<file path="config.mk">
export PLATFORM = sky130hd
export DESIGN_NAME = gled_out_fifo
export DESIGN_NICKNAME = d
export VERILOG_FILES = /design/src/rtl/core/gled_pkg.sv /design/src/rtl/core/gled_out_fifo.sv
export SDC_FILE = /design/constraint.sdc
export NUM_CORES = 1
export LEC_CHECK = 0
export BUFFER_PORTS_ARGS = -buffer_cell sky130_fd_sc_hd__buf_2
export CAP_MARGIN = 5
export CORE_ASPECT_RATIO = 1.4
export CORE_MARGIN = 1.5
export CORE_UTILIZATION = 48
export CTS_BUF_LIST = sky130_fd_sc_hd__clkbuf_8
export DETAILED_ROUTE_END_ITERATION = 10
export GPL_ROUTABILITY_DRIVEN = 0
export GPL_TIMING_DRIVEN = 0
export PLACE_DENSITY = 0.69
export SLEW_MARGIN = 0
export SYNTH_ARGS = -nofsm -noshare
export SYNTH_HDL_FRONTEND = slang
export SYNTH_SLANG_ARGS = --single-unit
</file>
<file path="constraint.sdc">
create_clock -name clk -period 3 [get_ports clk]
set_input_delay 0.6 -clock clk [delete_from_list [all_inputs] [get_ports clk]]
set_output_delay 0.6 -clock clk [all_outputs]
set_load 0.02 [all_outputs]
</file>
<file path="src/rtl/core/gled_pkg.sv">
// Shared types and constants for the grid local extremum detector.
// Used by gled_classify, gled_out_fifo, the core top level and the bench; depends on nothing.
package gled_pkg;

  localparam int MAX_COLS_DEF     = 1024;
  localparam int MAX_ROWS_DEF     = 1024;
  localparam int SAMPLE_WIDTH_DEF = 24;
  localparam int GRID_DIM_RESET   = 1024;

  localparam int CFG_WIDTH       = 11;
  localparam int CFG_INDEX_WIDTH = 2;
  localparam logic [CFG_INDEX_WIDTH-1:0] REG_GRID_ROWS = 2'd0;
  localparam logic [CFG_INDEX_WIDTH-1:0] REG_GRID_COLS = 2'd1;

  localparam logic OP_SAMPLE = 1'b0;
  localparam logic OP_FLUSH  = 1'b1;

  localparam int ROW_OUT_WIDTH = 10;
  localparam int COL_OUT_WIDTH = 10;
  localparam int KIND_WIDTH    = 2;
  localparam logic [KIND_WIDTH-1:0] KIND_NONE = 2'd0;
  localparam logic [KIND_WIDTH-1:0] KIND_MIN  = 2'd1;
  localparam logic [KIND_WIDTH-1:0] KIND_MAX  = 2'd2;

  localparam int OUT_FIFO_DEPTH = 4;

  typedef struct packed {
    logic                     classify;
    logic                     write;
    logic                     up_ok;
    logic                     down_ok;
    logic                     left_ok;
    logic                     right_ok;
    logic                     last;
    logic [ROW_OUT_WIDTH-1:0] row;
    logic [COL_OUT_WIDTH-1:0] col;
  } gled_ctrl_t;

  typedef struct packed {
    logic [ROW_OUT_WIDTH-1:0] cell_row;
    logic [COL_OUT_WIDTH-1:0] cell_col;
    logic [KIND_WIDTH-1:0]    kind;
    logic                     frame_last;
  } gled_result_t;

endpackage

</file>
<file path="src/rtl/core/gled_out_fifo.sv">
// Result queue with credit toward beats still in flight in the window stage.
// Depends on gled_pkg for the result type.
module gled_out_fifo #(
  parameter int DEPTH = 4
) (
  input  logic                   clk,
  input  logic                   rst,
  input  logic                   push,
  input  gled_pkg::gled_result_t push_data,
  input  logic                   pending,
  output logic                   room,
  output logic                   out_valid,
  input  logic                   out_stall,
  output gled_pkg::gled_result_t pop_data
);
  import gled_pkg::*;

  localparam int PW   = (DEPTH > 1) ? $clog2(DEPTH) : 1;
  localparam int CNTW = $clog2(DEPTH + 1);

  gled_result_t    entries [DEPTH];
  logic [PW-1:0]   wr_ptr;
  logic [PW-1:0]   rd_ptr;
  logic [CNTW-1:0] count;
  logic            pop;

  assign pop       = (count != '0) && !out_stall;
  assign out_valid = (count != '0);
  assign pop_data  = entries[rd_ptr];
  assign room      = (({1'b0, count} + (CNTW+1)'(pending)) < (CNTW+1)'(DEPTH));

  always_ff @(posedge clk) begin
    if (push) begin
      entries[wr_ptr] <= push_data;
    end
  end

  always_ff @(posedge clk) begin
    if (rst) begin
      wr_ptr <= '0;
      rd_ptr <= '0;
      count  <= '0;
    end else begin
      if (push) begin
        wr_ptr <= (32'(wr_ptr) == DEPTH - 1) ? '0 : wr_ptr + PW'(1);
      end
      if (pop) begin
        rd_ptr <= (32'(rd_ptr) == DEPTH - 1) ? '0 : rd_ptr + PW'(1);
      end
      if (push && !pop) begin
        count <= count + CNTW'(1);
      end else if (pop && !push) begin
        count <= count - CNTW'(1);
      end
    end
  end

endmodule

</file>
==> results_dict.tcl <==
set metrics [dict create \
    core_region_area_mm2 0.00770 \
    tritoncts "done" \
    max_slew_margin 0.192 \
    synth_top_area_cell "edfxtp_1" \
    clockBufferDepth 2 \
    required_ns 2.40 \
    gr-total-overflow 0 \
    avgSynthCellArea_um2 22.9 \
    hpwl_um 3550 \
    die_h_um 108 \
    wire_per_inst_um 17.0 \
    path_class "reg -> out" \
    ys_async_sr_fraction 0 \
    io_buffers 52 \
    synth_warnings 0 \
    netlist_instances 166 \
    antenna_found_initial 0 \
    ys.flop_type "edfxtp_1" \
    fmax_mhz 437 \
    track_usage 0.149 \
    cts-root-buf "clkbuf_8" \
    cts_resized 0 \
    synth_cell_types 22 \
    syn-cell-area_mm2 0.00380 \
    cts_num_sinks 101 \
    n_antenna_cell 0 \
    nNetsFinal 264 \
    postCtsSetupBuffers 0 \
    worst_pin_slew_ns 1.21 \
    die_x_um 78.2 \
    power.leakage_uw 0.00155 \
    pin_count 53 \
    synth-edff-count 92 \
    synthTopCellsByCount "92 x edfxtp_1, 20 x mux4_2, 9 x dfxtp_1, 6 x ha_1, 5 x nor2_1" \
    rows 38 \
    arrival_ns 1.69 \
    totalWireLength_um 5680 \
    synthTopCellsByArea "edfxtp_1 73%, mux4_2 12%, dfxtp_1 4.7%, mux4_1 2.1%, ha_1 2.0%" \
    drtPass1Iterations 4 \
    power_density_mw_per_mm2 788 \
    initialDrtViolationCount 81 \
    status "completed" \
    h-tree-depth 3 \
    cts-hold-fix-buffers 0 \
    drv_cap 0 \
    cts_made_buffers 9 \
    final_max_slew_viol_count 0 \
    clk_pin_slew_ns 0.09 \
    start_util 0.494 \
    endpoint_kind "primary output" \
    fin_crit_sh 0.763 \
    drive_above_1_share 0.393 \
    design_area_mm2 0.00445 \
    grt_max_degree 24 \
    hold_viol_final 0 \
    finalClockSkew_ns 0.00616 \
    synth-seq-cells 101 \
    crit_path_start_kind "flip-flop" \
    hold_path_class "in -> reg" \
    setup_viol_count_final 0 \
    post-synth-top-count-cell "edfxtp_1" \
    ir_drop_uv 443 \
    grt_pass1_vias 1792 \
    vias 1749 \
    grt_pass1_wl_um 9050 \
    crit_fanout 10 \
    ant_nets 0 \
    synth_top_area_frac 0.726 \
    area_growth_pct 17.0 \
    fin_crit_ns 2.29 \
    tns_ns 0 \
    rsz0062_at_grt "no" \
    vias_per_cell 5.24 \
    drt_drc_violations_left 0 \
    nFillCells 619 \
    clk_latency_ns 0.35 \
    die_area_mm2 0.00848 \
    yosysSeqAreaShare 0.774 \
    postPlaceCellArea_mm2 0.00419 \
    syn_nets 201 \
]
## kinds of logic (layout without fill, tap and decap cells)
family | after synthesis | count (layout) | share of synthesized area
flops | 101 | 101 | 0.774
buf+inv | 9 | 77 | 0.0201
xor+xnor | 2 | 2 | 0.00461
compound gates | 7 | 7 | 0.00954
mux | 26 | 26 | 0.147
fa+ha+maj | 7 | 7 | 0.0250
simple gates | 14 | 14 | 0.0201
## power by group
| part | internal (µW) | switching [µW] |
|---|---|---|
| logic | 361 | 418 |
| registers | 1630 | 40.7 |
| clock network | 634 | 429 |
## flip-flops by register name, indices dropped and copies added, names as in the netlist, named ones only
| signal | count |
|---|---|
| entries | 92 |
| rd_ptr | 2 |
| count | 3 |
| wr_ptr | 2 |
## worst max-delay path, cell delays in order (launching register included)
cell and delay (ns):
dfxtp_1 0.35, buf_6 0.14, buf_12 0.15, mux4_2 0.51
buf_2 0.18
## per-layer routing
| layer | part of all wire | track usage |
|---|---|---|
| met2 | 0.53 | 0.247 |
| met5 | 0 | 0 |
| met1 | 0.41 | 0.182 |
| met4 | 0.017 | 0.0612 |
| met3 | 0.050 | 0.0481 |
## metrics by stage
step	setup WS (ns)	total power [µW]	cells	hold slack, ns	util
2_1_floorplan	0.888	2270	166	0.464	-
3_3_place_gp	0.821	2480	318	0.486	0.544
3_5_place_dp	0.805	2490	318	0.504	0.544
4_1_cts	0.667	3550	334	0.436	0.578
5_1_grt	0.482	3650	334	0.440	0.578
6_report	0.710	3510	334	0.453	0.578
## area by class of cell
class,count,area (µm²),share of cell area
inverters,4,15.0,0.00337
multi-input cells,56,785,0.176
well taps,100,125,0.0281
clock inverters,7,139,0.0312
flip-flops and latches,101,2940,0.661
clock buffers,9,124,0.0278
repair buffers,52,260,0.0585
plain buffers,5,61.3,0.0138
## placed cells by master, fill, tap and decap left out
cell,Yosys,routed
o21ai_0,3,3
nor2_1,5,5
nand3b_1,1,1
mux4_2,20,20
dfxtp_1,9,9
a21oi_1,3,3
mux4_1,3,3
clkbuf_8,0,9
bufinv_16,0,4
and2_1,4,4
ha_1,6,6
buf_6,1,1
buf_2,2,54
mux2i_1,3,3
nor3_1,1,1
or4_1,1,1
or3_1,1,1
fa_1,1,1
nand2b_1,1,1
edfxtp_1,92,92
a31oi_1,1,1
buf_12,2,2
inv_1,4,5
xor2_1,2,2
clkinvlp_4,0,2
## path summary, 6_finish.rpt
path / from / end / slack (ns) / depth (start not counted)
setup / recovery: flip-flop / pop_data[10] / 0.71 / 4
setup reg to reg: count[1] / count[2] / 0.78 / 9
hold / removal: push_data[3] / entries[2][3] / 0.45 / 1
hold reg to reg: count[2] / count[2] / 0.51 / 2
Note: power is estimated with default switching activity, not from simulation.
