===== config.mk =====
export PLATFORM = sky130hd
export DESIGN_NAME = gled_classify
export DESIGN_NICKNAME = d
export VERILOG_FILES = /design/src/rtl/core/gled_pkg.sv /design/src/rtl/core/gled_classify.sv
export SDC_FILE = /design/constraint.sdc
export NUM_CORES = 1
export LEC_CHECK = 0
export ABC_AREA = 1
export BUFFER_PORTS_ARGS = -buffer_cell sky130_fd_sc_hd__buf_2
export CORE_AREA = 2 2 132 134
export CTS_BUF_LIST = sky130_fd_sc_hd__clkbuf_8
export DETAILED_ROUTE_END_ITERATION = 8
export DIE_AREA = 0 0 134 136
export SLEW_MARGIN = 0
export SYNTH_ARGS = -nofsm -noshare
export SYNTH_HDL_FRONTEND = slang
export SYNTH_SLANG_ARGS = --single-unit
export TNS_END_PERCENT = 100

===== constraint.sdc =====
create_clock -name clk -period 2.55 [get_ports clk]
set_clock_uncertainty 0.1 [all_clocks]
set_input_delay 0.3825 -clock clk [delete_from_list [all_inputs] [get_ports clk]]
set_output_delay 0.3825 -clock clk [all_outputs]
set_load 0.005 [all_outputs]

===== src/rtl/core/gled_pkg.sv =====
// Shared types and constants for the grid local extremum detector.
// Used by gled_classify, gled_out_fifo, the core top level and the bench; depends on nothing.
package gled_pkg;

  localparam int MAX_COLS_DEF     = 1024;
  localparam int MAX_ROWS_DEF     = 1024;
  localparam int SAMPLE_WIDTH_DEF = 24;
  localparam int GRID_DIM_RESET   = 1024;

  localparam int CFG_WIDTH       = 11;
  localparam int CFG_INDEX_WIDTH = 2;
  localparam logic [CFG_INDEX_WIDTH-1:0] REG_GRID_ROWS = 2'd0;
  localparam logic [CFG_INDEX_WIDTH-1:0] REG_GRID_COLS = 2'd1;

  localparam logic OP_SAMPLE = 1'b0;
  localparam logic OP_FLUSH  = 1'b1;

  localparam int ROW_OUT_WIDTH = 10;
  localparam int COL_OUT_WIDTH = 10;
  localparam int KIND_WIDTH    = 2;
  localparam logic [KIND_WIDTH-1:0] KIND_NONE = 2'd0;
  localparam logic [KIND_WIDTH-1:0] KIND_MIN  = 2'd1;
  localparam logic [KIND_WIDTH-1:0] KIND_MAX  = 2'd2;

  localparam int OUT_FIFO_DEPTH = 4;

  typedef struct packed {
    logic                     classify;
    logic                     write;
    logic                     up_ok;
    logic                     down_ok;
    logic                     left_ok;
    logic                     right_ok;
    logic                     last;
    logic [ROW_OUT_WIDTH-1:0] row;
    logic [COL_OUT_WIDTH-1:0] col;
  } gled_ctrl_t;

  typedef struct packed {
    logic [ROW_OUT_WIDTH-1:0] cell_row;
    logic [COL_OUT_WIDTH-1:0] cell_col;
    logic [KIND_WIDTH-1:0]    kind;
    logic                     frame_last;
  } gled_result_t;

endpackage


===== src/rtl/core/gled_classify.sv =====
// Window stage: takes line buffer words, compares the center cell with its four
// neighbors and issues the write-back of the column. Depends on gled_pkg.
module gled_classify #(
  parameter int SAMPLE_WIDTH = 24,
  parameter int AW           = 10
) (
  input  logic                             clk,
  input  logic                             rst,
  input  gled_pkg::gled_ctrl_t             ctrl_in,
  input  logic signed [SAMPLE_WIDTH-1:0]   sample_value,
  input  logic                             sample_valid,
  input  logic [AW-1:0]                    addr,
  input  logic [2*(SAMPLE_WIDTH+1)-1:0]    rd_data_a,
  input  logic [2*(SAMPLE_WIDTH+1)-1:0]    rd_data_b,
  output logic                             wr_en,
  output logic [AW-1:0]                    wr_addr,
  output logic [2*(SAMPLE_WIDTH+1)-1:0]    wr_data,
  output logic                             res_valid,
  output gled_pkg::gled_result_t           res
);
  import gled_pkg::*;

  localparam int EW = SAMPLE_WIDTH + 1;

  gled_ctrl_t                     s1_ctrl;
  logic signed [SAMPLE_WIDTH-1:0] s1_value;
  logic                           s1_valid;
  logic [AW-1:0]                  s1_addr;
  logic signed [SAMPLE_WIDTH-1:0] left_value;
  logic                           left_valid;

  logic [EW-1:0]                  center;
  logic [EW-1:0]                  up;
  logic [EW-1:0]                  right;
  logic signed [SAMPLE_WIDTH-1:0] ctr_value;
  logic signed [SAMPLE_WIDTH-1:0] nb_value [4];
  logic                           nb_use [4];
  logic                           lo;
  logic                           hi;
  logic [KIND_WIDTH-1:0]          kind;

  always_ff @(posedge clk) begin
    if (rst) begin
      s1_ctrl <= '0;
    end else begin
      s1_ctrl <= ctrl_in;
    end
    s1_value <= sample_value;
    s1_valid <= sample_valid;
    s1_addr  <= addr;
    if (s1_ctrl.classify) begin
      left_value <= ctr_value;
      left_valid <= center[EW-1];
    end
  end

  assign center    = rd_data_a[2*EW-1:EW];
  assign up        = rd_data_a[EW-1:0];
  assign right     = rd_data_b[2*EW-1:EW];
  assign ctr_value = center[SAMPLE_WIDTH-1:0];

  always_comb begin
    nb_value[0] = up[SAMPLE_WIDTH-1:0];
    nb_use[0]   = s1_ctrl.up_ok && up[EW-1];
    nb_value[1] = s1_value;
    nb_use[1]   = s1_ctrl.down_ok && s1_valid;
    nb_value[2] = left_value;
    nb_use[2]   = s1_ctrl.left_ok && left_valid;
    nb_value[3] = right[SAMPLE_WIDTH-1:0];
    nb_use[3]   = s1_ctrl.right_ok && right[EW-1];
    lo = 1'b1;
    hi = 1'b1;
    for (int i = 0; i < 4; i++) begin
      if (nb_use[i]) begin
        if (!(ctr_value < nb_value[i])) lo = 1'b0;
        if (!(ctr_value > nb_value[i])) hi = 1'b0;
      end
    end
    if (!center[EW-1]) begin
      kind = KIND_NONE;
    end else if (lo) begin
      kind = KIND_MIN;
    end else if (hi) begin
      kind = KIND_MAX;
    end else begin
      kind = KIND_NONE;
    end
  end

  assign wr_en   = s1_ctrl.write;
  assign wr_addr = s1_addr;
  assign wr_data = {s1_valid, s1_value, center};

  assign res_valid      = s1_ctrl.classify;
  assign res.cell_row   = s1_ctrl.row;
  assign res.cell_col   = s1_ctrl.col;
  assign res.kind       = kind;
  assign res.frame_last = s1_ctrl.last;

endmodule


==> impl_metrics.sql <==
INSERT INTO impl_metrics (metric_group, metric, value, unit) VALUES
('run_status', 'status', 'finished with violations', ''),
('run_status', 'violations', 'setup timing', ''),
('power', 'static-leakage-power', '4.24', 'nW'),
('sta', 'tightest_slew', '467', 'ps'),
('detailed_routing', 'maxUsedRoutingLayer', 'met4', ''),
('placement', 'dpl_worst_slack', '-101', 'ps'),
('cells_and_area', 'fillerInstances', '1703', ''),
('worst_setup_path', 'critical_path_class', 'flop to primary output', ''),
('grt', 'first_global_vias', '4548', ''),
('detailed_routing', 'dr.first_iter.drc_count', '120', ''),
('detailed_routing', 'route.final.wire_length', '13.2', 'mm'),
('cts', 'htree_num_levels', '3', ''),
('cells_and_area', 'mostFrequentLayoutCells', 'buf_2 (223), inv_1 (157), nand2_1 (121)', ''),
('worst_setup_path', 'worst_setup_sp_type', 'flop', ''),
('power', 'combinational_share_of_power', '22.7', '%'),
('floorplan', 'fp.dieArea', '0.0182', 'sq mm'),
('detailed_routing', 'routed_length_on_met3', '808', 'um'),
('floorplan', 'fp-row-count', '48', ''),
('detailed_routing', 'num_vias', '4657', ''),
('run', 'max-cap-violations', '0', ''),
('power', 'power-per-cell-area', '452', 'mW/mm^2'),
('synthesis', 'synth_edf_count', '25', ''),
('cts', 'path_clk_slew', '110', 'ps'),
('power', 'power_frac_seq', '46.0', '%'),
('detailed_routing', 'drt_pre_antenna_iters', '4', ''),
('grt', 'wire_length_of_the_first_global_routing_pass', '21.1', 'mm'),
('cts', 'numClockSinks', '87', ''),
('power', 'p_clk_share', '31.4', '%'),
('detailed_routing', 'detailroute.wirelength.met2', '6.31', 'mm'),
('sta', 'post_route_setup_slack', '-181', 'ps'),
('placement', 'dp_hpwl', '10.4', 'mm'),
('cells_and_area', 'area_delta_synth_final', '34.0', '%'),
('sta', 'setup-tns-final', '-336', 'ps'),
('detailed_routing', 'residual_antenna_violating_net_count_after_detailed_routing', '0', ''),
('sta', 'rsz0062_at_grt', 'true', ''),
('cts', 'clk_path_buf_depth', '2', ''),
('synthesis', 'synth_sequential_area_ratio', '36.7', '%'),
('synthesis', 'netlist_instances', '672', ''),
('synthesis', 'synthesis.area_per_instance', '8.08', 'sq um'),
('power', 'power.switching', '1.04', 'mW'),
('power', 'power.total', '3.29', 'mW'),
('floorplan', 'die_w', '134', 'um'),
('cells_and_area', 'most_common_library_cell_in_the_layout_ignoring_fill_and_taps', 'buf_2', ''),
('synthesis', 'synth.yosys.warnings', '0', ''),
('synthesis', 'postSynthRegisterBits', '87', ''),
('cts', 'clockRootBuffer', 'clkbuf_8', ''),
('grt', 'grt.overflow.total', '0', ''),
('cells_and_area', 'post_route_cells_drive_above_1_share', '34.0', '%'),
('floorplan', 'start_util', '32.2', '%'),
('detailed_routing', 'via_per_inst', '4.10', ''),
('cts', 'tritoncts.num_buffers', '9', ''),
('synthesis', 'synthesis.nets', '932', ''),
('worst_setup_path', 'worstPathRequired', '2070', 'ps'),
('hold_path', 'worst_hold_path_type', 'input pin to flop', ''),
('grt', 'gr-usage-all-layers', '14.7', '%'),
('floorplan', 'core_box_area', '0.0169', 'sq mm'),
('floorplan', 'floorplan.die.height', '136', 'um'),
('sta', 'final_hold_viol_count', '0', ''),
('sta', 'finalSetupViolations', '2', ''),
('power', 'power.share.switching', '31.7', '%'),
('worst_setup_path', 'timing.critical_path.arrival', '2250', 'ps'),
('worst_setup_path', 'crit_path_max_fanout', '2', ''),
('cells_and_area', 'finalNetCount', '1167', ''),
('sta', 'holdWs', '91.3', 'ps'),
('power', 'p_int', '2.25', 'mW'),
('cts', 'cts_tree', 'yes', ''),
('grt', 'grt_max_degree', '28', ''),
('placement', 'place.gp.congestion', '0.746', ''),
('sta', 'slew_viol_final', '0', ''),
('cells_and_area', 'antennaDiodeCount', '0', ''),
('detailed_routing', 'detail_route.wirelength.met1', '5.86', 'mm');
critical path, cell delays in order (launching register included):
cell and delay, ps:
dfxtp_2 340, inv_1 40, ha_1 280, nand2_1 80
nor2_2 120, nand4_2 150, nor2_2 180, nand2_2 80
nand3_2 60, nand2_2 50, nand2_2 60, nand2_1 50
nand2_1 50, inv_1 40, nand2_2 60, nand2_2 50
nor2_2 70, buf_2 130
per-stage QoR:
step                instances  cell area (sq um)  utilization [%]
global placement         1083               6580             39.0
global route             1137               7280             43.1
finish                   1137               7280             43.1
floorplan                 672               5430                -
CTS                      1137               7200             42.7
detailed placement       1083               6580             39.0
routing by layer:
layer	up-vias	track usage, %
li1	2496	-
met4	0	6.21
met5	-	0
met1	2014	17.3
met3	14	3.36
met2	133	25.7
power groups by stage:
stage          combinational (mW)  clock, mW  sequential, mW
6_report                    0.747       1.03            1.51
3_5_place_dp                0.686          0            1.54
5_1_grt                     0.868       1.14            1.52
3_3_place_gp                0.672          0            1.54
4_1_cts                     0.741       1.09            1.51
2_1_floorplan               0.410          0            1.55
cell families after synthesis:
group	count (synthesis)	share of synthesized area, %
DFF	87	36.7
and+or+nand+nor	223	17.9
AOI/OAI and AO/OA	47	4.91
adders and majority gates	96	22.1
buffers and inverters	219	18.4
final timing paths:
check | depth (start not counted) | from | slack (ps) | endpoint
max | 17 | s1_value[19] | -180 | res[2]
max reg2reg | 1 | res_valid | 1570 | left_value[22]
min reg2reg | 1 | res_valid | 580 | left_value[11]
min | 3 | ctrl_in[1] | 90 | res[4]
registers in the layout, summed over array words and instances (netlist names):
name        flops
wr_en           1
res_valid       1
res            21
left_valid      1
s1_ctrl         4
s1_value       24
s1_valid        1
wr_addr        10
left_value     24
repair_timing:
action                                 CTS  global route
pin swaps                                7            13
setup endpoints to repair                2             2
endpoints found under the hold margin   35             0
hold buffers                            35             0
setup buffers                            3             0
gates cloned                             0             0
gates resized for setup                 13            18
synthesized netlist by cell type (8+ instances only):
| cell | number | area [sq um] |
|---|---|---|
| a21oi_1 | 33 | 165 |
| nand2_2 | 8 | 50.1 |
| nand4_1 | 10 | 62.6 |
| dfxtp_1 | 62 | 1240 |
| inv_1 | 162 | 608 |
| nand3_1 | 11 | 55.1 |
| buf_4 | 47 | 353 |
| nand2_1 | 126 | 473 |
| nor2_1 | 54 | 203 |
| edfxtp_1 | 25 | 751 |
| ha_1 | 96 | 1200 |
area by class of cell:
| type | count | area [sq um] | share of cell area, % |
|---|---|---|---|
| Clock buffer | 9 | 124 | 1.70 |
| Clock inverter | 7 | 83.8 | 1.15 |
| Inverter | 169 | 634 | 8.71 |
| Multi-Input combinational cell | 366 | 2560 | 35.2 |
| Sequential cell | 87 | 2000 | 27.4 |
| Tap cell | 225 | 282 | 3.87 |
| Timing Repair Buffer | 274 | 1600 | 22.0 |
Power figures use the tool's default switching activity.
